==> config.mk <==
export PLATFORM = sky130hd
export DESIGN_NAME = rotate_xor_password_hash_flat
export DESIGN_NICKNAME = d
export VERILOG_FILES = /design/src/sv/rxph_pkg.sv /design/src/sv/rxph_ifs.sv /design/src/sv/rotate_xor_password_hash.sv /design/src/flat_wrapper.sv
export VERILOG_INCLUDE_DIRS = /design/src /design/src/sv
export SDC_FILE = /design/constraint.sdc
export NUM_CORES = 1
export LEC_CHECK = 0
export BUFFER_PORTS_ARGS = -buffer_cell sky130_fd_sc_hd__buf_2
export CAP_MARGIN = 20
export CORE_ASPECT_RATIO = 0.6
export CORE_MARGIN = 8
export CORE_UTILIZATION = 47
export CTS_CLUSTER_DIAMETER = 80
export DETAILED_ROUTE_END_ITERATION = 8
export PLACE_DENSITY = 0.69
export SETUP_SLACK_MARGIN = 0.15
export SYNTH_ARGS = -nofsm -noshare
export SYNTH_HDL_FRONTEND = slang
export SYNTH_SLANG_ARGS = --single-unit
==> constraint.sdc <==
create_clock -name clk -period 3 [get_ports clk]
set_input_delay 0.6 -clock clk [delete_from_list [all_inputs] [get_ports clk]]
set_output_delay 0.6 -clock clk [all_outputs]
set_load 0.1 [all_outputs]
==> src/sv/rotate_xor_password_hash_defines.svh <==
// assertion macros shared by the hash block
`ifndef ROTATE_XOR_PASSWORD_HASH_DEFINES_SVH
`define ROTATE_XOR_PASSWORD_HASH_DEFINES_SVH

// antecedent holds now, consequent holds in the same cycle
`define RXPH_ASSERT_SAME(label, clk, rst, ante, cons, msg) \
  label: assert property (@(posedge clk) disable iff (rst) (ante) |-> (cons)) \
    else $error(msg);

// antecedent holds now, consequent holds in the next cycle
`define RXPH_ASSERT_NEXT(label, clk, rst, ante, cons, msg) \
  label: assert property (@(posedge clk) disable iff (rst) (ante) |=> (cons)) \
    else $error(msg);

`endif

==> src/sv/rxph_pkg.sv <==
package rxph_pkg;

  localparam logic [31:0] SEED_VALUE = 32'hDEADBEEF;
  localparam logic [31:0] SALT_VALUE = 32'hA5A5A5A5;
  localparam logic [31:0] SHORT_OR   = 32'h55555555;
  localparam logic [31:0] SHORT_XOR  = 32'hAAAAAAAA;

  localparam int unsigned POS_W = 3;

  typedef logic [31:0]      hash_t;
  typedef logic [7:0]       char_t;
  typedef logic [POS_W-1:0] pos_t;

  // request kinds
  localparam logic KIND_BYTE   = 1'b0;
  localparam logic KIND_FINISH = 1'b1;

  // one byte folded into the hash, byte placed in lane pos[1:0]
  function automatic hash_t absorb_mix(hash_t h_in, char_t b, pos_t pos);
    hash_t lane;
    hash_t h;
    begin
      lane = {24'd0, b} << {pos[1:0], 3'b000};
      h = h_in ^ lane;
      h = {h[18:0], h[31:19]} ^ SALT_VALUE;
      h = h ^ (h >> 11);
      h = {h[24:0], h[31:25]} ^ (h >> 16);
      return h;
    end
  endfunction

  // extra round for passwords shorter than eight bytes
  function automatic hash_t short_mix(hash_t h_in);
    hash_t h;
    begin
      h = h_in ^ ((h_in << 17) | SHORT_OR);
      h = {h[28:0], h[31:29]} ^ SHORT_XOR;
      return h;
    end
  endfunction

endpackage

==> src/sv/rxph_ifs.sv <==
interface rxph_in_if;
  logic                valid;
  logic                ready;
  logic                kind;
  rxph_pkg::char_t     char_byte;

  modport source (output valid, output kind, output char_byte, input ready);
  modport sink   (input valid, input kind, input char_byte, output ready);
endinterface

interface rxph_out_if;
  logic                valid;
  logic                ready;
  rxph_pkg::hash_t     digest;

  modport source (output valid, output digest, input ready);
  modport sink   (input valid, input digest, output ready);
endinterface

==> src/sv/rotate_xor_password_hash.sv <==
// a finish request passes the input stage and then the result stage, which holds its
//   digest until it is taken; bytes produce no result
// throughput: one request per cycle while no finish waits on an untaken digest; the hash
//   update loop closes through the mixing logic in front of the running hash register
// only a finish waits on an untaken digest, and requests behind it wait with it
// reset (rst, synchronous, active high): seed, count and flag cleared, both stages empty
`include "rotate_xor_password_hash_defines.svh"

module rotate_xor_password_hash (
  input  logic       clk,
  input  logic       rst,
  rxph_in_if.sink    pw_in,
  rxph_out_if.source digest_out
);
  import rxph_pkg::*;

  // input stage: one request held ahead of the mixing logic
  logic  in_valid;
  logic  in_kind;
  char_t in_byte;

  // hash state
  hash_t running_hash;
  pos_t  byte_position;
  logic  reached_eight;

  // result stage
  logic  out_valid;
  hash_t digest;

  logic  stage_go;       // input stage request consumed this cycle
  logic  byte_go;
  logic  finish_go;
  hash_t running_hash_next;
  hash_t digest_next;

  // a byte never needs the result stage; a finish needs it empty or draining
  assign stage_go  = in_valid &&
                     ((in_kind == KIND_BYTE) || !out_valid || digest_out.ready);
  assign byte_go   = stage_go && (in_kind == KIND_BYTE);
  assign finish_go = stage_go && (in_kind == KIND_FINISH);

  // the input stage takes a new request whenever it is empty or moving on
  assign pw_in.ready = !in_valid || stage_go;

  assign running_hash_next = absorb_mix(running_hash, in_byte, byte_position);

  // short passwords get the extra round before the digest leaves
  always_comb begin
    if (reached_eight) begin
      digest_next = running_hash;
    end else begin
      digest_next = short_mix(running_hash);
    end
  end

  // input stage control
  always_ff @(posedge clk) begin
    if (rst) begin
      in_valid <= 1'b0;
    end else if (pw_in.ready) begin
      in_valid <= pw_in.valid;
    end
  end

  // input stage payload
  always_ff @(posedge clk) begin
    if (pw_in.ready && pw_in.valid) begin
      in_kind <= pw_in.kind;
      in_byte <= pw_in.char_byte;
    end
  end

  // hash state: bytes fold in, a finish returns to the seed
  always_ff @(posedge clk) begin
    if (rst) begin
      running_hash  <= SEED_VALUE;
      byte_position <= '0;
      reached_eight <= 1'b0;
    end else if (finish_go) begin
      running_hash  <= SEED_VALUE;
      byte_position <= '0;
      reached_eight <= 1'b0;
    end else if (byte_go) begin
      running_hash  <= running_hash_next;
      byte_position <= byte_position + pos_t'(1);
      if (byte_position == pos_t'((1 << POS_W) - 1)) begin
        reached_eight <= 1'b1;
      end
    end
  end

  // result stage control
  always_ff @(posedge clk) begin
    if (rst) begin
      out_valid <= 1'b0;
    end else if (finish_go) begin
      out_valid <= 1'b1;
    end else if (digest_out.ready) begin
      out_valid <= 1'b0;
    end
  end

  // result stage payload
  always_ff @(posedge clk) begin
    if (finish_go) begin
      digest <= digest_next;
    end
  end

  assign digest_out.valid  = out_valid;
  assign digest_out.digest = digest;

  // a finish leaves the state at the seed with the count cleared
  `RXPH_ASSERT_NEXT(a_finish_reseeds, clk, rst, finish_go,
    (running_hash == SEED_VALUE) && (byte_position == '0) && !reached_eight,
    "state not back at seed after finish")
  // the eighth byte sets the long-password flag
  `RXPH_ASSERT_NEXT(a_eighth_byte_flags, clk, rst,
    byte_go && (byte_position == pos_t'((1 << POS_W) - 1)), reached_eight,
    "eight-byte flag not set")
  // a finish always lands in the result stage
  `RXPH_ASSERT_NEXT(a_finish_lands, clk, rst, finish_go, out_valid,
    "digest not presented after finish")
  // a finish never overwrites an untaken digest
  `RXPH_ASSERT_SAME(a_no_overwrite, clk, rst, finish_go,
    !out_valid || digest_out.ready, "digest overwritten while stalled")

endmodule
==> src/flat_wrapper.sv <==
// flat-port wrapper written by rule: the top's interface ports become plain ports
module rotate_xor_password_hash_flat import rxph_pkg::*;
  (clk, rst, pw_in_valid, pw_in_kind, pw_in_char_byte, pw_in_ready, digest_out_valid, digest_out_digest, digest_out_ready);
  rxph_in_if pw_in_i ();
  rxph_out_if digest_out_i ();
  input  logic clk;
  input  logic rst;
  input wire logic [$bits(pw_in_i.valid)-1:0] pw_in_valid;
  input wire logic [$bits(pw_in_i.kind)-1:0] pw_in_kind;
  input wire logic [$bits(pw_in_i.char_byte)-1:0] pw_in_char_byte;
  output wire logic [$bits(pw_in_i.ready)-1:0] pw_in_ready;
  output wire logic [$bits(digest_out_i.valid)-1:0] digest_out_valid;
  output wire logic [$bits(digest_out_i.digest)-1:0] digest_out_digest;
  input wire logic [$bits(digest_out_i.ready)-1:0] digest_out_ready;
  assign pw_in_i.valid = pw_in_valid;
  assign pw_in_i.kind = pw_in_kind;
  assign pw_in_i.char_byte = pw_in_char_byte;
  assign pw_in_ready = pw_in_i.ready;
  assign digest_out_valid = digest_out_i.valid;
  assign digest_out_digest = digest_out_i.digest;
  assign digest_out_i.ready = digest_out_ready;
  rotate_xor_password_hash u_core (.clk(clk), .rst(rst), .pw_in(pw_in_i), .digest_out(digest_out_i));
endmodule
==> qor.yml, run 1 <==
global_routing:
  grt_pass1_vias: 2665
  use_met2: 0.2269
  grtUsageMet3: 0.05329
  grt_pass1_wl_um: 14790
  busiest_layer: "met1"
  grt_max_degree: 42
  grt_use_total: 0.1633
  globalRouteMet1Util: 0.2278
  overflow: 0
  antenna_found_initial: 0
sta:
  fin_worst_skew_ps: 7.795
  period_needed_ps: 2126
  rsz0062_at_grt: "no"
  hold_viol: 0
  clock.fmax_mhz: 470.3
  relSlewSlack: 0.3424
  slew_violations: 0
  timing.hold.ws_ps: 430.9
  finalCritPeriodShare: 0.7088
  setup_viol_count_final: 0
  fin_setup_tns_ps: 0
  tightest_slew_ps: 981.9
  fin_ws_ps: 873.7
synth:
  seq_area_frac_synth: 0.4789
  synth_top_flop_cell: "edfxtp_1"
  synth_area_sq_um: 4159
  synth_fp_nets: 368
  async_reset_ff_frac: 0
  syn-mean-instance-area_sq_um: 11.78
  synthCells: 353
  synth.ff_latch_count: 79
  ys_warn_count: 0
  ys_types: 46
  synth_edf_count: 41
hold_path:
  min_path_type: "input pin to register"
cts:
  post_cts_resized: 0
  cts_tree: "built"
  postCtsSetupBuffers: 0
  cts.sinks: 79
  cts_buffers: 9
  root_buffer: "clkbuf_16"
  cts_htree_levels: 3
  clk_pin_slew_ps: 60
  cts-hold-fix-buffers: 0
  clk-insertion-delay-late_ps: 340
  clock_path_buffers: 2
power_and_ir_drop:
  p_seq_frac: 0.466
  static-leakage-power_nw: 1.710
  p_comb_frac: 0.132
  clkPwrFrac: 0.402
  p_sw_mw: 0.6879
  intPower_mw: 1.978
  swShare: 0.2580
  irDropWorstVdd_mv: 0.3085
  power_density_nw_per_um2: 565.0
placement:
  gp_congestion: 0.8944
  dp_hpwl_um: 6701
  port_buffers: 46
  dp_slack_ps: 913.4
critical_path:
  critPathTopFamily: "flip-flops"
  crit_arrival_ps: 2400
  crit_path_end_kind: "register"
  cp_cell_sequence: "nand3b_1, xor2_1, xnor3_1, a2bb2oi_1"
  cp_data_required_time_ps: 3270
  cp_max_fo: 28
  critPathKind: "register to register"
  timing.critical_path.buf_inv: 0
  slowest_delay_ps: 910
  slowest_stage: "dfxtp_1"
  startpoint_type: "register"
outcome:
  outcome: "finished clean"
die:
  boundaryPins: 47
  rows: 26
  die-width_um: 137.4
  initial_core_util: 0.4861
  die_area_sq_um: 12210
  die_h_um: 88.87
  core_sq_um: 8556
route:
  dr.pass1.iters: 4
  first_iter_violations: 202
  vias: 2797
  wl_um: 9504
  viasPerCell: 5.550
  drtAntennaViolNets: 0
  wl_per_cell_um: 18.86
  drc: 0
finish:
  final_util: 0.5515
  fin_nets: 402
  layout-drive-gt1-share: 0.2500
  diodes: 0
  syn2layout_area_growth_pct: 13.45
flow_run:
  cap_violations: 0
==> power groups by stage <==
| stage | combinational [mW] | clock, mW | sequential (mW) |
|---|---|---|---|
| 3_3_place_gp | 0.344 | 0 | 1.26 |
| 2_1_floorplan | 0.237 | 0 | 1.30 |
| 4_1_cts | 0.352 | 1.09 | 1.24 |
| 5_1_grt | 0.377 | 1.13 | 1.25 |
| 3_5_place_dp | 0.349 | 0 | 1.26 |
| 6_report | 0.351 | 1.07 | 1.24 |
==> synthesized netlist by cell type, types with 2 or more instances <==
master / n / area, sq um
edfxtp_1: 41 / 1231
dfxtp_1: 38 / 760.7
mux2_2: 28 / 315.3
xor2_1: 27 / 236.5
xnor2_1: 25 / 219.0
clkbuf_1: 22 / 82.58
a2bb2oi_1: 16 / 140.1
nand2_1: 15 / 56.30
nand3b_1: 13 / 97.59
o21ai_0: 12 / 60.06
a21oi_1: 11 / 55.05
nor2_1: 10 / 37.54
xnor3_1: 9 / 202.7
nand2b_1: 8 / 50.05
mux2i_1: 7 / 70.07
nand3_1: 6 / 30.03
a21boi_0: 5 / 37.54
nor3b_1: 5 / 37.54
a22o_1: 4 / 35.03
and3_1: 4 / 25.02
a211o_1: 3 / 26.28
buf_2: 3 / 15.01
buf_6: 3 / 33.78
nor2b_1: 3 / 18.77
nor3_1: 3 / 15.01
o22ai_1: 3 / 18.77
o32ai_1: 3 / 26.28
a31oi_1: 2 / 12.51
buf_4: 2 / 15.01
ha_1: 2 / 25.02
inv_1: 2 / 7.510
nand4b_1: 2 / 17.52
o21a_1: 2 / 15.01
or3_1: 2 / 12.51
==> logic make-up after synthesis <==
group / share of synthesized area
multiplexers: 0.09266
AO/OA/AOI/OAI: 0.1122
AND/OR/NAND/NOR: 0.1035
adder cells (fa/ha/maj): 0.006016
buffers and inverters: 0.04272
XOR/XNOR: 0.1640
flip-flops: 0.4789
==> worst paths after layout <==
path	startpoint	to	slack, ps	cells past startpoint
worst max-delay path	u_core.byte_position[0]	u_core.running_hash[7]	870	4
worst min-delay path	pw_in_char_byte[3]	u_core.in_byte[3]	430	1
worst max register to register	u_core.byte_position[0]	u_core.running_hash[7]	870	4
worst min register to register	u_core.byte_position[2]	u_core.byte_position[2]	460	2
==> sequential cells by signal (all words and copies together), names as in the netlist <==
signal / flops
u_core.digest_out.digest: 32
u_core.running_hash: 32
u_core.in_byte: 8
u_core.byte_position: 3
u_core.digest_out.valid: 1
u_core.in_kind: 1
u_core.in_valid: 1
u_core.reached_eight: 1
==> per-stage QoR <==
step	instances	power, mW	area, sq um
floorplan	353	1.539	4159
detailed placement	488	1.614	4427
finish	504	2.666	4718
global route	504	2.760	4718
CTS	504	2.685	4718
global placement	488	1.607	4427
==> layout make-up <==
| type | instances | area, sq um |
|---|---|---|
| well taps | 112 | 140.1 |
| flip-flops and latches | 79 | 1992 |
| repair buffers | 55 | 297.8 |
| fillers | 745 | 3837 |
| multi-input cells | 240 | 1989 |
| inverters | 2 | 7.507 |
| clock inverters | 6 | 62.56 |
| clock buffers | 10 | 229.0 |
==> layer usage <==
layer | vias up | routed length, um
li1 | 1348 | -
met1 | 1337 | 4607
met2 | 100 | 3905
met3 | 12 | 847
met4 | 0 | 143
met5 | - | 0
==> cell usage in the layout, fill, tap and decap left out, types with 2 or more instances in the layout <==
cell | netlist | layout
xor2_1 | 27 | 27
dfxtp_1 | 38 | 38
o32ai_1 | 3 | 3
ha_1 | 2 | 2
a31oi_1 | 2 | 2
nor3b_1 | 5 | 5
and3_1 | 4 | 4
nand3_1 | 6 | 6
a211o_1 | 3 | 3
edfxtp_1 | 41 | 41
inv_1 | 2 | 2
nor2_1 | 10 | 10
mux2i_1 | 7 | 7
nand4b_1 | 2 | 2
nor3_1 | 3 | 3
nor2b_1 | 3 | 3
nand2_1 | 15 | 15
a21oi_1 | 11 | 11
o22ai_1 | 3 | 3
o21a_1 | 2 | 2
buf_4 | 2 | 9
mux2_2 | 28 | 28
xnor3_1 | 9 | 9
a22o_1 | 4 | 4
a2bb2oi_1 | 16 | 16
buf_2 | 3 | 46
xnor2_1 | 25 | 25
o21ai_0 | 12 | 12
clkbuf_16 | 0 | 9
a21boi_0 | 5 | 5
nand3b_1 | 13 | 13
clkinvlp_4 | 0 | 2
or3_1 | 2 | 2
nand2b_1 | 8 | 8
Power figures use the tool's default switching activity.
==> run 2: changes to the inputs <==
--- a/config.mk
+++ b/config.mk
@@ -6,6 +6,7 @@
 export SDC_FILE = /design/constraint.sdc
 export NUM_CORES = 1
 export LEC_CHECK = 0
+export ABC_AREA = 1
 export BUFFER_PORTS_ARGS = -buffer_cell sky130_fd_sc_hd__buf_2
 export CAP_MARGIN = 20
 export CORE_ASPECT_RATIO = 0.6
@@ -13,7 +14,7 @@
 export CORE_UTILIZATION = 47
 export CTS_CLUSTER_DIAMETER = 80
 export DETAILED_ROUTE_END_ITERATION = 8
-export PLACE_DENSITY = 0.69
+export PLACE_DENSITY = 0.72
 export SETUP_SLACK_MARGIN = 0.15
 export SYNTH_ARGS = -nofsm -noshare
 export SYNTH_HDL_FRONTEND = slang
==> constraint.sdc (replaced) <==
create_clock -name clk -period 1.9 [get_ports clk]
set_input_delay 0.38 -clock clk [delete_from_list [all_inputs] [get_ports clk]]
set_output_delay 0.38 -clock clk [all_outputs]
set_load 0.1 [all_outputs]
==> run 2 against run 1 <==
Net effect:
- via count increased by 54%
- hold slack got worse by 230 ps
- sequential share of layout area down 3.4 points
- clock skew shrank 2.7 ps
- cell count rose by 54%
- fmax increased by 30%
- sequential power rose by 61%
- largest power group unchanged
==> qor.yml, run 2 <==
outcome:
  outcome: "finished clean"
cts:
  postCtsSetupBuffers: 0  # unchanged
  cts_buffers: 9  # unchanged
  clk-insertion-delay-late_ps: 340  # about the same
  cts.sinks: 79  # unchanged
  clock_path_buffers: 2  # unchanged
  clk_pin_slew_ps: 60  # about the same
  cts_htree_levels: 3  # unchanged
  cts_tree: "built"
  root_buffer: "clkbuf_16"
critical_path:
  critPathLaunch: "u_core.byte_position[1]"
  crit_arrival_ps: 1870  # -530 ps
  cp_data_required_time_ps: 2140  # -1130 ps
  startpoint_type: "register"
  crit_top_cell: "nand2_1"
  slowest_stage: "dfxtp_1"
  slowest_delay_ps: 460  # -450 ps
  cp_cell_sequence: "buf_12, nand3_1, nand2_1, nand2_1, inv_1, nand2_1, nand2_1, nand2_1, nor2_1, nor2_1"
  cp_max_fo: 22  # -21%
  rr_worst_depth: 10  # +6
  critPathKind: "register to register"
  crit_path_end_kind: "register"
  r2r-start: "u_core.byte_position[1]"
global_routing:
  grt_max_degree: 35  # -17%
  grt_pass1_wl_um: 21410  # +45%
  overflow: 0  # unchanged
  grt_pass1_vias: 3921  # +47%
  antenna_found_initial: 0  # unchanged
  grt_use_total: 0.2150  # +0.05167
synth:
  synthTopCellsByCount: "nand2_1 (213), nand3_1 (65), inv_1 (58)"
  synth_fp_nets: 616  # +67%
  muxShareOfSynthArea: 0  # -0.09266
  synthSimpleGateAreaFrac: 0.3111  # +0.2076
  synthCells: 601  # +70%
  seq_area_frac_synth: 0.4442  # -0.03474
  synth_top_family_by_area: "simple AND/OR/NAND/NOR gates"
  ys_warn_count: 0  # unchanged
  synth.ff_latch_count: 79  # unchanged
  yosysTopAreaCellShare: 0.2746  # -0.02148
  syn-mean-instance-area_sq_um: 7.461  # -37%
  synth_top_flop_cell: "edfxtp_1"
  synth_area_sq_um: 4484  # +7.8%
  synth_compound_area_frac: 0.09682  # -0.01540
  synth.largest_area_cell: "edfxtp_1"
  async_reset_ff_frac: 0  # unchanged
  ys_types: 28  # -39%
  yosys.area_share.adder: 0.005580  # -0.0004365
  synth-xor-area-share: 0.04269  # -0.1213
  synth_edf_count: 41  # unchanged
  synthTopCellsByArea: "edfxtp_1 (27%), nand2_1 (18%), dfxtp_1 (17%)"
  synth.most_common_cell: "nand2_1"
hold_path:
  holdPathStages: 2  # +1
  min_from: "rst"
  min_path_type: "input pin to register"
route:
  viasPerCell: 5.576  # +0.48%
  vias: 4316  # +54%
  drc: 0  # unchanged
  drtAntennaViolNets: 0  # unchanged
  dr.pass1.iters: 6  # +2
  wl_per_cell_um: 17.38  # -7.9%
  first_iter_violations: 454  # +120%
  wl_um: 13450  # +42%
finish:
  layout-drive-gt1-share: 0.1491  # -0.1009
  syn2layout_area_growth_pct: 14.62
  design_area_sq_um: 5140  # +8.9%
  fin_nets: 654  # +63%
  final_util: 0.5573  # +0.005842
  layout_common_cells: "nand2_1 (212), nand3_1 (63), inv_1 (56), buf_2 (45), edfxtp_1 (41)"
  fin_cells: 774  # +54%
  top_regs: "u_core.digest_out.digest x32, u_core.running_hash x32, u_core.in_byte x8"
  layout_commonest_cell: "nand2_1"
  diodes: 0  # unchanged
sta:
  slew_violations: 0  # unchanged
  tightest_slew_ps: 496.2  # -485.7 ps
  hold_viol: 0  # unchanged
  period_needed_ps: 1633  # -493.6 ps
  finalCritPeriodShare: 0.8593  # +0.1505
  fin_worst_skew_ps: 5.071  # -2.724 ps
  setup_viol_count_final: 0  # unchanged
  fin_setup_tns_ps: 0  # unchanged
  rsz0062_at_grt: "no"
  clock.fmax_mhz: 612.5  # +30%
  relSlewSlack: 0.6715  # +0.3291
die:
  die_area_sq_um: 13020  # +6.6%
  die-width_um: 142.1  # +3.4%
  rows: 27  # +3.8%
  core_sq_um: 9223  # +7.8%
  boundaryPins: 47  # unchanged
  die_h_um: 91.66  # +3.1%
  initial_core_util: 0.4862  # about the same
placement:
  port_buffers: 46  # unchanged
  placed_cells: 758  # +55%
  dp_hpwl_um: 9922  # +48%
  placed_cell_area_sq_um: 4815  # +8.8%
  gp_congestion: 0.9348  # +4.5%
power_and_ir_drop:
  static-leakage-power_nw: 2.274  # +33%
  power_density_nw_per_um2: 879.0  # +56%
  irDropWorstVdd_mv: 0.5844  # +89%
flow_run:
  cap_violations: 0  # unchanged
-- run 2: changes by cell type after synthesis, sizes merged, moves of 14 or more --
| cell | delta |
|---|---|
| a21oi | +21 |
| a2bb2oi | -16 |
| inv | +58 |
| mux2 | -28 |
| nand2 | +200 |
| nand3 | +63 |
| nand4 | +24 |
| o21ai | +33 |
| xnor2 | -17 |
| xor2 | -14 |
-- run 2: metrics by stage --
stage	hold slack [ps]	total power, mW	setup slack (ps)
global placement	452.3	2.740	324.5
detailed placement	489.6	2.755	256.8
finish	202.2	4.518	267.3
global route	199.0	4.700	159.9
CTS	188.2	4.531	270.7
floorplan	444.7	2.564	158.4
-- run 2: final timing paths --
kind | slack (ps) | endpoint
worst min register to register | 480 | u_core.byte_position[2]
worst min-delay path | 200 | u_core.in_valid
worst max register to register | 270 | u_core.running_hash[4]
worst max-delay path | 270 | u_core.running_hash[4]
-- run 2: power breakdown --
group | switching, mW | internal (mW)
clock | 0.720 | 1.06
sequential | 0.115 | 1.88
combinational | 0.539 | 0.204
total | 1.37 | 3.14
-- run 2: final cells by class --
| type | instances | area (sq um) |
|---|---|---|
| clock buffer | 10 | 239.0 |
| clock inverter | 6 | 67.56 |
| fill | 864 | 4083 |
| inverter | 60 | 236.5 |
| multi-input combinational | 430 | 2078 |
| sequential | 79 | 1997 |
| tap | 130 | 162.7 |
| timing repair buffer | 59 | 359.1 |
-- run 2: timing repair --
action                                  4_1_cts  5_1_grt
hold buffers                                  0        0
endpoints found under the setup margin        1        7
gates resized for setup                       1        5
pin swaps                                     0        0
-- run 2: cells by family (layout without fill, tap and decap cells) --
family / count (synthesis) / in the layout
DFF: 79 / 79
and+or+nand+nor: 324 / 324
AOI/OAI and AO/OA: 83 / 83
xor gates and xnor gates: 21 / 21
adders and majority gates: 2 / 2
buffers and inverters: 92 / 135
-- run 2: critical path: cells and delay by family, from the launching register on --
kind          cells  cell delay (ps)
buf+inv           2              350
flops             1              460
simple gates      8              720
-- run 2: layer usage --
metal / global-route usage / wire (um) / vias to the layer above
li1: - / - / 2053
met1: 0.2960 / 5981 / 1978
met2: 0.3015 / 5445 / 258
met3: 0.08174 / 1763 / 27
met4: 0.07022 / 258 / 0
met5: 0 / 0 / -
